[src/sv/palette_index_2bpp_packer_top_assert.svh]
// ---------------------------------------------------------------------------
// Assertion macros for the palette index packer
// Concurrent checks that compile away when SYNTHESIS is defined.
// ---------------------------------------------------------------------------
`ifndef PALETTE_INDEX_2BPP_PACKER_TOP_ASSERT_SVH
`define PALETTE_INDEX_2BPP_PACKER_TOP_ASSERT_SVH

`ifndef SYNTHESIS

// same-cycle implication
`define PI2P_ASSERT_NOW(label, clk, rst, cond, expr, msg) \
   label: assert property (@(posedge clk) disable iff (rst) (cond) |-> (expr)) \
      else $error(msg);

// next-cycle implication
`define PI2P_ASSERT_NEXT(label, clk, rst, cond, expr, msg) \
   label: assert property (@(posedge clk) disable iff (rst) (cond) |=> (expr)) \
      else $error(msg);

`else

`define PI2P_ASSERT_NOW(label, clk, rst, cond, expr, msg)
`define PI2P_ASSERT_NEXT(label, clk, rst, cond, expr, msg)

`endif

`endif

[src/sv/pi2p_pkg.sv]
`timescale 1ns / 1ps
// ---------------------------------------------------------------------------
// Palette index packer package
// Shared widths and the status structs passed between the units.
// ---------------------------------------------------------------------------
package pi2p_pkg;

   localparam int PIXEL_BITS_DEFAULT = 32;
   localparam int COLOUR_W           = 32;
   localparam int PAL_DEPTH          = 4;
   localparam int IDX_W              = 2;
   localparam int COUNT_W            = 3;
   localparam int BYTE_W             = 8;

   // palette lookup result for the pixel in flight
   typedef struct packed {
      logic [IDX_W-1:0]   idx;       // index given to the pixel
      logic [COUNT_W-1:0] count;     // entries after this pixel
      logic               overflow;  // sticky overflow after this pixel
   } pal_status_type;

   // packer decision for the pixel in flight
   typedef struct packed {
      logic              emit;
      logic [BYTE_W-1:0] packed_byte;
      logic              byte_valid;
      logic              image_done;
   } pack_result_type;

endpackage

[src/sv/pi2p_palette.sv]
`timescale 1ns / 1ps
// ---------------------------------------------------------------------------
// Palette unit
// Four-way parallel match against the stored colours, allocation of a new
// entry in order of first sight, and the sticky overflow flag.
// ---------------------------------------------------------------------------
module pi2p_palette
   import pi2p_pkg::*;
#(
   parameter int PIXEL_BITS = PIXEL_BITS_DEFAULT
) (
   input  logic                                 clock,
   input  logic                                 reset,
   input  logic                                 step,
   input  logic                                 last_pixel,
   input  logic [PIXEL_BITS-1:0]                colour,
   output pal_status_type                       status,
   output logic [PAL_DEPTH-1:0][PIXEL_BITS-1:0] entries_next
);

   logic [PAL_DEPTH-1:0][PIXEL_BITS-1:0] entry_ff, entry_in;
   logic [COUNT_W-1:0]                   count_ff, count_in;
   logic                                 ovf_ff, ovf_in;
   logic [PAL_DEPTH-1:0]                 match;
   logic                                 hit;
   logic                                 alloc;
   logic [IDX_W-1:0]                     hit_idx;
   logic [COUNT_W-1:0]                   count_next;
   logic                                 ovf_next;

   always_comb begin
      for (int k = 0; k < PAL_DEPTH; k++) begin
         match[k] = (COUNT_W'(k) < count_ff) && (entry_ff[k] == colour);
      end
   end

   // lowest matching entry wins
   always_comb begin
      hit_idx = '0;
      for (int k = PAL_DEPTH - 1; k >= 0; k--) begin
         if (match[k]) begin
            hit_idx = IDX_W'(k);
         end
      end
   end

   assign hit   = |match;
   assign alloc = !hit && !count_ff[COUNT_W-1];

   always_comb begin
      for (int k = 0; k < PAL_DEPTH; k++) begin
         entry_in[k]     = entry_ff[k];
         entries_next[k] = (alloc && (count_ff[IDX_W-1:0] == IDX_W'(k))) ? colour
                                                                       : entry_ff[k];
      end
      count_next = alloc ? count_ff + COUNT_W'(1) : count_ff;
      ovf_next   = ovf_ff || (!hit && count_ff[COUNT_W-1]);
      count_in   = count_ff;
      ovf_in     = ovf_ff;
      if (step) begin
         if (last_pixel) begin
            entry_in = '0;
            count_in = '0;
            ovf_in   = 1'b0;
         end else begin
            entry_in = entries_next;
            count_in = count_next;
            ovf_in   = ovf_next;
         end
      end
   end

   always_comb begin
      status.idx      = hit ? hit_idx : (alloc ? count_ff[IDX_W-1:0] : '0);
      status.count    = count_next;
      status.overflow = ovf_next;
   end

   always_ff @(posedge clock) begin
      if (reset) begin
         entry_ff <= '0;
         count_ff <= '0;
         ovf_ff   <= 1'b0;
      end else begin
         entry_ff <= entry_in;
         count_ff <= count_in;
         ovf_ff   <= ovf_in;
      end
   end

endmodule

[src/sv/pi2p_packer.sv]
`timescale 1ns / 1ps
// ---------------------------------------------------------------------------
// Crumb packer
// Places each 2-bit index into the byte under assembly, first pixel at the
// top, and decides when a byte goes out.
// ---------------------------------------------------------------------------
module pi2p_packer
   import pi2p_pkg::*;
(
   input  logic            clock,
   input  logic            reset,
   input  logic            step,
   input  logic            last_pixel,
   input  pal_status_type  status,
   output pack_result_type result
);

   logic [IDX_W-1:0]  crumb_ff, crumb_in;
   logic [BYTE_W-1:0] partial_ff, partial_in;
   logic [BYTE_W-1:0] partial_new;
   logic [2:0]        shift;
   logic              full;

   // 6 - 2*position
   assign shift       = 3'(BYTE_W - IDX_W) - {crumb_ff, 1'b0};
   assign partial_new = partial_ff | (BYTE_W'(status.idx) << shift);
   assign full        = &crumb_ff;

   always_comb begin
      result.emit        = last_pixel || (full && !status.overflow);
      result.byte_valid  = !status.overflow;
      result.image_done  = last_pixel;
      result.packed_byte = status.overflow ? '0 : partial_new;
   end

   always_comb begin
      crumb_in   = crumb_ff;
      partial_in = partial_ff;
      if (step) begin
         if (last_pixel) begin
            crumb_in   = '0;
            partial_in = '0;
         end else begin
            crumb_in   = crumb_ff + IDX_W'(1);
            partial_in = full ? '0 : partial_new;
         end
      end
   end

   always_ff @(posedge clock) begin
      if (reset) begin
         crumb_ff   <= '0;
         partial_ff <= '0;
      end else begin
         crumb_ff   <= crumb_in;
         partial_ff <= partial_in;
      end
   end

endmodule

[src/sv/palette_index_2bpp_packer_top.sv]
`timescale 1ns / 1ps
// ---------------------------------------------------------------------------
// Palette index 2bpp packer, top level
// Builds a four-color palette from a pixel stream and packs 2-bit indices.
// ---------------------------------------------------------------------------
// Each request carries one pixel color (only the low PIXEL_BITS bits count)
// and a last_pixel mark. Colors get palette indices 0..3 in order of first
// appearance; four indices fill one byte, first pixel in bits 7:6, and the
// byte is returned on the rsp channel with the current palette and color
// count. The last pixel always yields one response with image_done set: the
// byte is flushed zero-padded, and then palette, count and packing state are
// cleared for the next image. A fifth distinct color raises a sticky
// too_many_colours flag; bytes are then withheld until the last pixel, whose
// response carries byte_valid low and a zero byte. Throughput is one request
// per clock while responses are not stalled. An accepted request waits in
// the input register; the palette compare and packing run between that
// register and the response register, which loads when the pixel steps on,
// and the response is offered from there. While a finished
// response is stalled, one more request is taken into the input register;
// further requests stall until the response is taken, whether or not the
// waiting pixel produces a response of its own.
// ---------------------------------------------------------------------------
module palette_index_2bpp_packer_top
   import pi2p_pkg::*;
#(
   parameter int PIXEL_BITS = PIXEL_BITS_DEFAULT
) (
   input  logic                clock,
   input  logic                reset,
   // request channel
   input  logic                req_valid,
   output logic                req_stall,
   input  logic [COLOUR_W-1:0] req_pixel_colour,
   input  logic                req_last_pixel,
   // response channel
   output logic                rsp_valid,
   input  logic                rsp_stall,
   output logic [BYTE_W-1:0]   rsp_packed_byte,
   output logic                rsp_byte_valid,
   output logic                rsp_image_done,
   output logic                rsp_too_many_colours,
   output logic [COUNT_W-1:0]  rsp_colours_used,
   output logic [COLOUR_W-1:0] rsp_palette_zero,
   output logic [COLOUR_W-1:0] rsp_palette_one,
   output logic [COLOUR_W-1:0] rsp_palette_two,
   output logic [COLOUR_W-1:0] rsp_palette_three
);

   // input register
   logic                  s1_valid_ff, s1_valid_in;
   logic [PIXEL_BITS-1:0] s1_colour_ff;
   logic                  s1_last_ff;
   logic                  req_accept;
   logic                  out_free;
   logic                  s1_go;

   // datapath between the registers
   pal_status_type                       pal_status;
   logic [PAL_DEPTH-1:0][PIXEL_BITS-1:0] pal_entries;
   pack_result_type                      pack_result;

   // response register
   logic                rsp_valid_ff, rsp_valid_in;
   logic [BYTE_W-1:0]   rsp_byte_ff;
   logic                rsp_byte_valid_ff;
   logic                rsp_done_ff;
   logic                rsp_ovf_ff;
   logic [COUNT_W-1:0]  rsp_count_ff;
   logic [PAL_DEPTH-1:0][COLOUR_W-1:0] rsp_pal_ff;

   // handshake: the pixel in the input register moves on whenever the
   // response register is empty or being drained this cycle
   assign out_free   = !rsp_valid_ff || !rsp_stall;
   assign s1_go      = s1_valid_ff && out_free;
   assign req_stall  = s1_valid_ff && !out_free;
   assign req_accept = req_valid && !req_stall;

   always_comb begin
      s1_valid_in = s1_valid_ff;
      if (req_accept) begin
         s1_valid_in = 1'b1;
      end else if (s1_go) begin
         s1_valid_in = 1'b0;
      end
   end

   always_ff @(posedge clock) begin
      if (reset) begin
         s1_valid_ff <= 1'b0;
      end else begin
         s1_valid_ff <= s1_valid_in;
      end
   end

   always_ff @(posedge clock) begin
      if (req_accept) begin
         s1_colour_ff <= req_pixel_colour[PIXEL_BITS-1:0];
         s1_last_ff   <= req_last_pixel;
      end
   end

   pi2p_palette #(
      .PIXEL_BITS(PIXEL_BITS)
   ) u_palette (
      .clock        (clock),
      .reset        (reset),
      .step         (s1_go),
      .last_pixel   (s1_last_ff),
      .colour       (s1_colour_ff),
      .status       (pal_status),
      .entries_next (pal_entries)
   );

   pi2p_packer u_packer (
      .clock      (clock),
      .reset      (reset),
      .step       (s1_go),
      .last_pixel (s1_last_ff),
      .status     (pal_status),
      .result     (pack_result)
   );

   // response register: loads when a pixel steps and produces a byte
   always_comb begin
      rsp_valid_in = rsp_valid_ff;
      if (out_free) begin
         rsp_valid_in = s1_valid_ff && pack_result.emit;
      end
   end

   always_ff @(posedge clock) begin
      if (reset) begin
         rsp_valid_ff <= 1'b0;
      end else begin
         rsp_valid_ff <= rsp_valid_in;
      end
   end

   always_ff @(posedge clock) begin
      if (s1_go && pack_result.emit) begin
         rsp_byte_ff       <= pack_result.packed_byte;
         rsp_byte_valid_ff <= pack_result.byte_valid;
         rsp_done_ff       <= pack_result.image_done;
         rsp_ovf_ff        <= pal_status.overflow;
         rsp_count_ff      <= pal_status.count;
         for (int k = 0; k < PAL_DEPTH; k++) begin
            rsp_pal_ff[k] <= COLOUR_W'(pal_entries[k]);
         end
      end
   end

   assign rsp_valid            = rsp_valid_ff;
   assign rsp_packed_byte      = rsp_byte_ff;
   assign rsp_byte_valid       = rsp_byte_valid_ff;
   assign rsp_image_done       = rsp_done_ff;
   assign rsp_too_many_colours = rsp_ovf_ff;
   assign rsp_colours_used     = rsp_count_ff;
   assign rsp_palette_zero     = rsp_pal_ff[0];
   assign rsp_palette_one      = rsp_pal_ff[1];
   assign rsp_palette_two      = rsp_pal_ff[2];
   assign rsp_palette_three    = rsp_pal_ff[3];

   // ------------------------------------------------------------------
   // checks
   // ------------------------------------------------------------------
`include "palette_index_2bpp_packer_top_assert.svh"

   // an overflowed image only ever answers on its last pixel
   `PI2P_ASSERT_NOW(a_ovf_only_on_done, clock, reset, rsp_valid && rsp_too_many_colours, rsp_image_done && !rsp_byte_valid, "overflow response outside image end")

   // bytes carry data whenever no overflow is flagged
   `PI2P_ASSERT_NOW(a_byte_valid_no_ovf, clock, reset, rsp_valid && !rsp_too_many_colours, rsp_byte_valid, "byte_valid low without overflow")

   // the palette starts over after the last pixel steps
   `PI2P_ASSERT_NEXT(a_clear_after_last, clock, reset, s1_go && s1_last_ff, !s1_valid_ff || (pal_status.count <= COUNT_W'(1)), "palette not cleared after last pixel")

   // the request side only stalls with a pixel waiting
   `PI2P_ASSERT_NOW(a_stall_has_pixel, clock, reset, req_stall, s1_valid_ff && rsp_valid_ff, "request stall with empty pipeline")

endmodule

[config.mk]
export PLATFORM = sky130hd
export DESIGN_NAME = palette_index_2bpp_packer_top
export DESIGN_NICKNAME = d
export VERILOG_FILES = /design/src/sv/pi2p_pkg.sv /design/src/sv/pi2p_palette.sv /design/src/sv/pi2p_packer.sv /design/src/sv/palette_index_2bpp_packer_top.sv
export VERILOG_INCLUDE_DIRS = /design/src /design/src/sv
export SDC_FILE = /design/constraint.sdc
export NUM_CORES = 1
export LEC_CHECK = 0
export CAP_MARGIN = 5
export CORE_ASPECT_RATIO = 2
export CORE_MARGIN = 2
export CORE_UTILIZATION = 59
export CTS_CLUSTER_DIAMETER = 50
export DETAILED_ROUTE_END_ITERATION = 7
export DONT_BUFFER_PORTS = 1
export GPL_TIMING_DRIVEN = 0
export HOLD_SLACK_MARGIN = 0.02
export PLACE_DENSITY = 0.75
export SKIP_LAST_GASP = 1
export SYNTH_ARGS = -nofsm -noshare
export SYNTH_HDL_FRONTEND = slang
export SYNTH_SLANG_ARGS = --single-unit
[constraint.sdc]
create_clock -name clock -period 14.87 [get_ports clock]
set_input_delay 0 -clock clock [delete_from_list [all_inputs] [get_ports clock]]
set_output_delay 0 -clock clock [all_outputs]
set_load 0.005 [all_outputs]
# --- Word level (Yosys, flattened, before mapping) ---
# Cells that the tools add are included.
totals:
  reg_bits: 319
  latchBits: 0
  ram_bits: 0
  rom_bits: 0
  in_bits: 37
  output_inout_bits: 144
  word_cells: 86
  memories: 0
op_classes:
  addsub: 3
  multipliers: 0
  n_div: 0
  n_lt_le_gt_ge: 4
  n_eq_ne: 7
  shift: 1
  n_mux: 19
  bitwise: 1
  reduce_logical: 30
op_table:
  columns: ["operator", "n"]
  rows:
  - ["$eq 32x32->1", 4]
  - ["$mux 128", 1]
  - ["$mux 32", 4]
  - ["$logic_and 1x1->1", 16]
  - ["$mux 8", 2]
  - ["$mux 2", 7]
  - ["$or 8x8->8", 1]
  - ["$shl 2x3->8", 1]
  - ["$logic_not 1->1", 7]
  - ["$lt 1x3->1 const A", 2]
  - ["$lt 2x3->1 const A", 2]
  - ["$mux 3", 2]
  - ["$eq 2x2->1 const B", 2]
  - ["$reduce_or 4->1", 1]
  - ["$add 3x1->3 const B", 1]
  - ["$logic_or 1x1->1", 3]
  - ["$mux 1", 3]
  - ["$sub 3x3->3 const A", 1]
  - ["$add 2x1->2 const B", 1]
  - ["$eq 2x1->1 const B", 1]
  - ["$logic_not 2->1", 1]
  - ["$reduce_and 2->1", 1]
  - ["$reduce_bool 2->1", 1]

# --- Longest topological paths before layout ---
depth:
  word_depth: 11
  depth_mapped: 14

# --- By module ---
# Synthesis repeated with hierarchy kept, for this count alone.
hier_totals:
  hier_cells: 946
  hier_area_um2: 13450.4
modules_own_cells:
  columns: ["mod", "n_inst", "cells_each", "area_each_um2", "seq_area_each_um2"]
  rows:
  - ["pi2p_palette", 1, 700, 7591.0, 2642.5]
  - ["palette_index_2bpp_packer_top", 1, 187, 5348.9, 5295.1]
  - ["pi2p_packer", 1, 59, 510.5, 200.2]

# --- Least setup slack after synthesis ---
# No wires, ideal clock.
synth_path:
  kind: "reg-to-reg"
  start: "register s1_colour_ff[21]"
  end: "register rsp_byte_valid_ff (netlist: rsp_byte_valid) (enable)"
  t_arrival_ns: 12.084
  t_required_ns: 14.031
  setup_slack_ns: 1.946
  stages_incl_launch_ff: 11
  path_cell_list: "edfxtp_1 -> buf_6 -> xnor2_1 -> nor4bb_1 -> nand4b_1 -> or4_1 -> buf_2 -> and4_4 -> buf_6 -> a21o_1 -> o21ai_0"
synth_between:
  elab_chain_len: 10
  elab_cells_between_ends: 16
  cone_classes: "eq/ne: 4; reduce/logical: 12"
synth_lines:
  columns: ["item", "line", "source"]
  rows:
  - ["start: declaration", "palette_index_2bpp_packer_top.sv:51", "logic [PIXEL_BITS-1:0] s1_colour_ff;"]
  - ["start signal: assignment", "palette_index_2bpp_packer_top.sv:97", "s1_colour_ff <= req_pixel_colour[PIXEL_BITS-1:0];"]
  - ["$eq 32x32->1", "pi2p_palette.sv:33", "match[k] = (COUNT_W'(k) < count_ff) && (entry_ff[k] == colour);"]
  - ["$logic_and 1x1->1", "pi2p_palette.sv:33", null]
  - ["$reduce_or 4->1 (*)", "pi2p_palette.sv:47", "assign hit = |match;"]
  - ["$logic_not 1->1 (*)", "pi2p_palette.sv:57", "ovf_next = ovf_ff || (!hit && count_ff[COUNT_W-1]);"]
  - ["$logic_and 1x1->1 (*)", "pi2p_palette.sv:57", null]
  - ["$logic_or 1x1->1 (*)", "pi2p_palette.sv:57", null]
  - ["$logic_not 1->1 (*)", "pi2p_packer.sv:30", "result.emit = last_pixel || (full && !status.overflow);"]
  - ["$logic_and 1x1->1 (*)", "pi2p_packer.sv:30", null]
  - ["$logic_or 1x1->1 (*)", "pi2p_packer.sv:30", null]
  - ["$logic_and 1x1->1 (*)", "palette_index_2bpp_packer_top.sv:140", "if (s1_go && pack_result.emit) begin"]
  - ["end signal: assignment", "palette_index_2bpp_packer_top.sv:142", "rsp_byte_valid_ff <= pack_result.byte_valid;"]
  - ["end: declaration", "palette_index_2bpp_packer_top.sv:65", "logic rsp_byte_valid_ff;"]
# Mark *: on every way between the ends. The rest lies on a longest branch, timed or not.
# A chain may end at the register's enable or synchronous reset.

# --- Worst setup path in the final report ---
layout_path:
  start: "register s1_colour_ff[3]"
  end: "register rsp_pal_ff, in the netlist rsp_palette_one[9] (enable)"
layout_between:
  elab_chain_len: 10
  elab_cells_between_ends: 16
  cone_classes: "eq/ne: 4; reduce/logical: 12"
layout_lines:
  columns: ["item", "line", "source"]
  rows:
  - ["$eq 32x32->1", "pi2p_palette.sv:33", null]
  - ["$logic_and 1x1->1", "pi2p_palette.sv:33", null]
  - ["$reduce_or 4->1 (*)", "pi2p_palette.sv:47", null]
  - ["$logic_not 1->1 (*)", "pi2p_palette.sv:57", null]
  - ["$logic_and 1x1->1 (*)", "pi2p_palette.sv:57", null]
  - ["$logic_or 1x1->1 (*)", "pi2p_palette.sv:57", null]
  - ["$logic_not 1->1 (*)", "pi2p_packer.sv:30", null]
  - ["$logic_and 1x1->1 (*)", "pi2p_packer.sv:30", null]
  - ["$logic_or 1x1->1 (*)", "pi2p_packer.sv:30", null]
  - ["$logic_and 1x1->1 (*)", "palette_index_2bpp_packer_top.sv:140", null]
  - ["end signal: indexed assignment", "palette_index_2bpp_packer_top.sv:147", "rsp_pal_ff[k] <= COLOUR_W'(pal_entries[k]);"]
  - ["end: declaration", "palette_index_2bpp_packer_top.sv:69", "logic [PAL_DEPTH-1:0][COLOUR_W-1:0] rsp_pal_ff;"]
# Marks and branches as above.

==> impl_metrics.toml <==
[logic_synthesis]
synth_seq_area_share_pct = 55.5
postSynthAreaPerCell_um2 = 12.9
ys.warnings.count = 0
synth_enable_flop_cells = 175
syn-instance-count = 1132
most_used_flip_flop_cell_after_synthesis = "sky130_fd_sc_hd__edfxtp_1"
post_synth_arst_share_pct = 0
yosys_register_bits = 319
synth.cell_area_um2 = 14700
syn_nets = 1175
yosys.cell_types.count = 44

[floorplan]
die_x_um = 115
top_level_ports = 181
die_h_um = 227
core_area_um2 = 24400
number_of_core_rows = 81
initial_util_pct = 60.0
die_area_um2 = 26200

[placed_design]
placed_cell_area_um2 = 15200
final_replace_weighted_congestion = 0.960
placement.io_buffers = 0
place_hpwl_mm = 27.3

[clocking]
cts_buffer_depth = 3
cts_tree = "built"
number_of_setup_buffers_added_after_cts = 0
clock-sinks = 319
clk_latency_ps = 550
worst_setup_hold_path_clk_slew_ps = 70
h-tree-depth = 1
post_cts_resize_count = 0
cts_made_buffers = 27
clk_root_buf = "sky130_fd_sc_hd__clkbuf_16"
post_cts_hold_buffer_count = 39

[drt]
via_per_inst = 5.75
wl_per_cell_um = 24.7
drt_first_pass_iters = 5
drc = 0
finalWirelength_mm = 38.4
dr.first_iter.drc_count = 598
via_count = 8960
antenna_violating_nets_post_route = 0

[layout]
layout-drive-gt1-share_pct = 19.3
nets = 1248
finish.instance_area_um2 = 16600
postLayoutCoreUtil_pct = 67.9
antenna-diode-count = 0
area_delta_synth_final_pct = 13.2

[grt]
vias_in_the_first_global_route = 9259
antenna_found_initial = 0
grt_first_pass_wirelength_mm = 56.6
global_route.overflow_total = 0
grt_use_total_pct = 29.5
grt_start_max_net_pins = 34

[sta]
tightest_slew_ps = 1070
period_needed_ps = 4880
unrepaired_setup_endpoints_after_global_routing = "no"
final_setup_violations = 0
fmax_mhz = 205
fin_worst_skew_ps = 14.3
max-slew-margin-rel_pct = 27.9
fin_worst_hold_slack_ps = 75.8
maxSlewViolCount = 0
totalNegativeSetupSlack_ps = 0
final.period_utilization_pct = 32.8
hold_viol_final = 0

[critical_path]
cp_data_arrival_time_ps = 5130
timing.critical_path.required_ps = 15120
startpoint = "s1_colour_ff[3]"
startpoint_type = "flop"
crit_path_class = "flop to flop"
path_max_fanout = 33
r2r_path_start = "s1_colour_ff[3]"
worst_setup_path_end_kind = "flop"
worst-r2r-setup-slack_ps = 9990

[power_and_ir_drop]
power.density_nw_per_um2 = 115
design_power_total_mw = 1.90
power.static_leakage_nw = 6.48
vdd.ir_drop.worst_mv = 0.0914

[worst_hold_path]
hp-class = "primary input to flop"
timing.hold.worst.start = "req_pixel_colour[24]"

[job]
cap_violations = 0

[run_status]
outcome = "complete, no violations"
cell families after synthesis:
group | Yosys count | share of synthesized area [%]
compound gates | 35 | 1.59
mux | 257 | 21.7
xor+xnor | 128 | 7.65
flops | 319 | 55.5
buf+inv | 91 | 3.59
fa+ha+maj | 6 | 0.512
simple gates | 296 | 9.39
synthesized netlist by cell type (all sizes together), types with 3 or more instances:
cell    number  area share [%]
nor2        29            0.74
ha           6            0.51
dfxtp      144              20
xnor2       31             1.9
mux2       128              13
nor4b        3            0.22
a21o         3            0.15
nor2b        3            0.13
or4          6            0.31
clkbuf      36            0.92
xor2        97             5.8
buf         50             2.5
a21oi       11            0.38
mux2i      129             8.8
nand4       12            0.51
and3         6            0.39
inv          5            0.13
nor4        23             1.0
nand4b       4            0.24
edfxtp     175              36
a31oi        7            0.30
a41oi        6            0.36
nand2      180             4.6
nand3        7            0.24
nor3        16            0.55
flip-flops by register name (all words and copies together), names as in the netlist, 3 cells and up:
| register | flops |
|---|---|
| u_palette.entry_ff | 128 |
| rsp_palette_one | 32 |
| rsp_palette_three | 32 |
| rsp_palette_two | 32 |
| rsp_palette_zero | 32 |
| s1_colour_ff | 32 |
| rsp_packed_byte | 8 |
| u_packer.partial_ff | 8 |
| rsp_colours_used | 3 |
| u_palette.count_ff | 3 |
cell usage in the layout, fill, tap and decap left out, types with 2 or more instances in the layout:
cell type,instances
sky130_fd_sc_hd__a21o_1,3
sky130_fd_sc_hd__a21oi_1,11
sky130_fd_sc_hd__a31oi_1,7
sky130_fd_sc_hd__a41oi_1,6
sky130_fd_sc_hd__and3_1,2
sky130_fd_sc_hd__and3_4,4
sky130_fd_sc_hd__buf_12,4
sky130_fd_sc_hd__buf_2,28
sky130_fd_sc_hd__buf_4,4
sky130_fd_sc_hd__buf_6,18
sky130_fd_sc_hd__bufinv_16,8
sky130_fd_sc_hd__clkbuf_1,39
sky130_fd_sc_hd__clkbuf_16,27
sky130_fd_sc_hd__clkinv_1,2
sky130_fd_sc_hd__clkinv_2,3
sky130_fd_sc_hd__clkinv_4,2
sky130_fd_sc_hd__clkinvlp_4,2
sky130_fd_sc_hd__dfxtp_1,144
sky130_fd_sc_hd__dlygate4sd3_1,39
sky130_fd_sc_hd__edfxtp_1,175
sky130_fd_sc_hd__ha_1,6
sky130_fd_sc_hd__inv_1,5
sky130_fd_sc_hd__mux2_2,8
sky130_fd_sc_hd__mux2_4,120
sky130_fd_sc_hd__mux2i_1,129
sky130_fd_sc_hd__nand2_1,180
sky130_fd_sc_hd__nand3_1,7
sky130_fd_sc_hd__nand3b_1,2
sky130_fd_sc_hd__nand4_1,12
sky130_fd_sc_hd__nand4b_1,4
sky130_fd_sc_hd__nor2_1,29
sky130_fd_sc_hd__nor2b_1,2
sky130_fd_sc_hd__nor3_1,16
sky130_fd_sc_hd__nor4_1,22
sky130_fd_sc_hd__nor4b_1,2
sky130_fd_sc_hd__or4_1,6
sky130_fd_sc_hd__xnor2_1,31
sky130_fd_sc_hd__xor2_1,97
where the power goes:
part	total, mW	switching (mW)	leakage, nW	internal (mW)
Sequential	0.957	0.0102	2.89	0.947
Clock	0.801	0.322	0.484	0.479
Combinational	0.143	0.0894	3.11	0.0532
critical path: stages, from the launching register on:
cell                       delay [ps]
sky130_fd_sc_hd__edfxtp_1         320
sky130_fd_sc_hd__clkbuf_1         380
sky130_fd_sc_hd__xor2_1           160
sky130_fd_sc_hd__nor4_1           880
sky130_fd_sc_hd__nand4_1          220
sky130_fd_sc_hd__or4_1            540
sky130_fd_sc_hd__and4_4           240
sky130_fd_sc_hd__buf_6            130
sky130_fd_sc_hd__a21o_1           250
sky130_fd_sc_hd__o21ai_4          710
sky130_fd_sc_hd__buf_16           260
sky130_fd_sc_hd__buf_12           220
sky130_fd_sc_hd__buf_12           220
cell type report:
cell class	count	area, um^2
Clock buffer	31	701
Timing Repair Buffer	44	498
Tap cell	332	415
Multi-Input combinational cell	722	6010
Clock inverter	18	304
Buffer	86	508
Fill cell	1748	7840
Sequential cell	319	8140
Inverter	5	18.8
path summary, 6_finish.rpt:
path | to | cells past startpoint
setup / recovery | rsp_palette_one[9] | 12
hold / removal | s1_colour_ff[24] | 1
setup reg to reg | rsp_palette_one[9] | 12
hold reg to reg | u_packer.partial_ff[5] | 2
through the flow:
step           worst slack (ps)  cells
2_1_floorplan              1950   1132
3_3_place_gp              -2360   1464
3_5_place_dp              10060   1469
4_1_cts                   10020   1557
5_1_grt                    9840   1557
6_report                   9990   1557
per-layer routing:
metal | global-route usage, % | routed length [um]
met1 | 33.0 | 14000
met2 | 52.6 | 20200
met3 | 3.80 | 1850
met4 | 17.3 | 2420
met5 | 0 | 0
(Power assumes the default switching activity.)
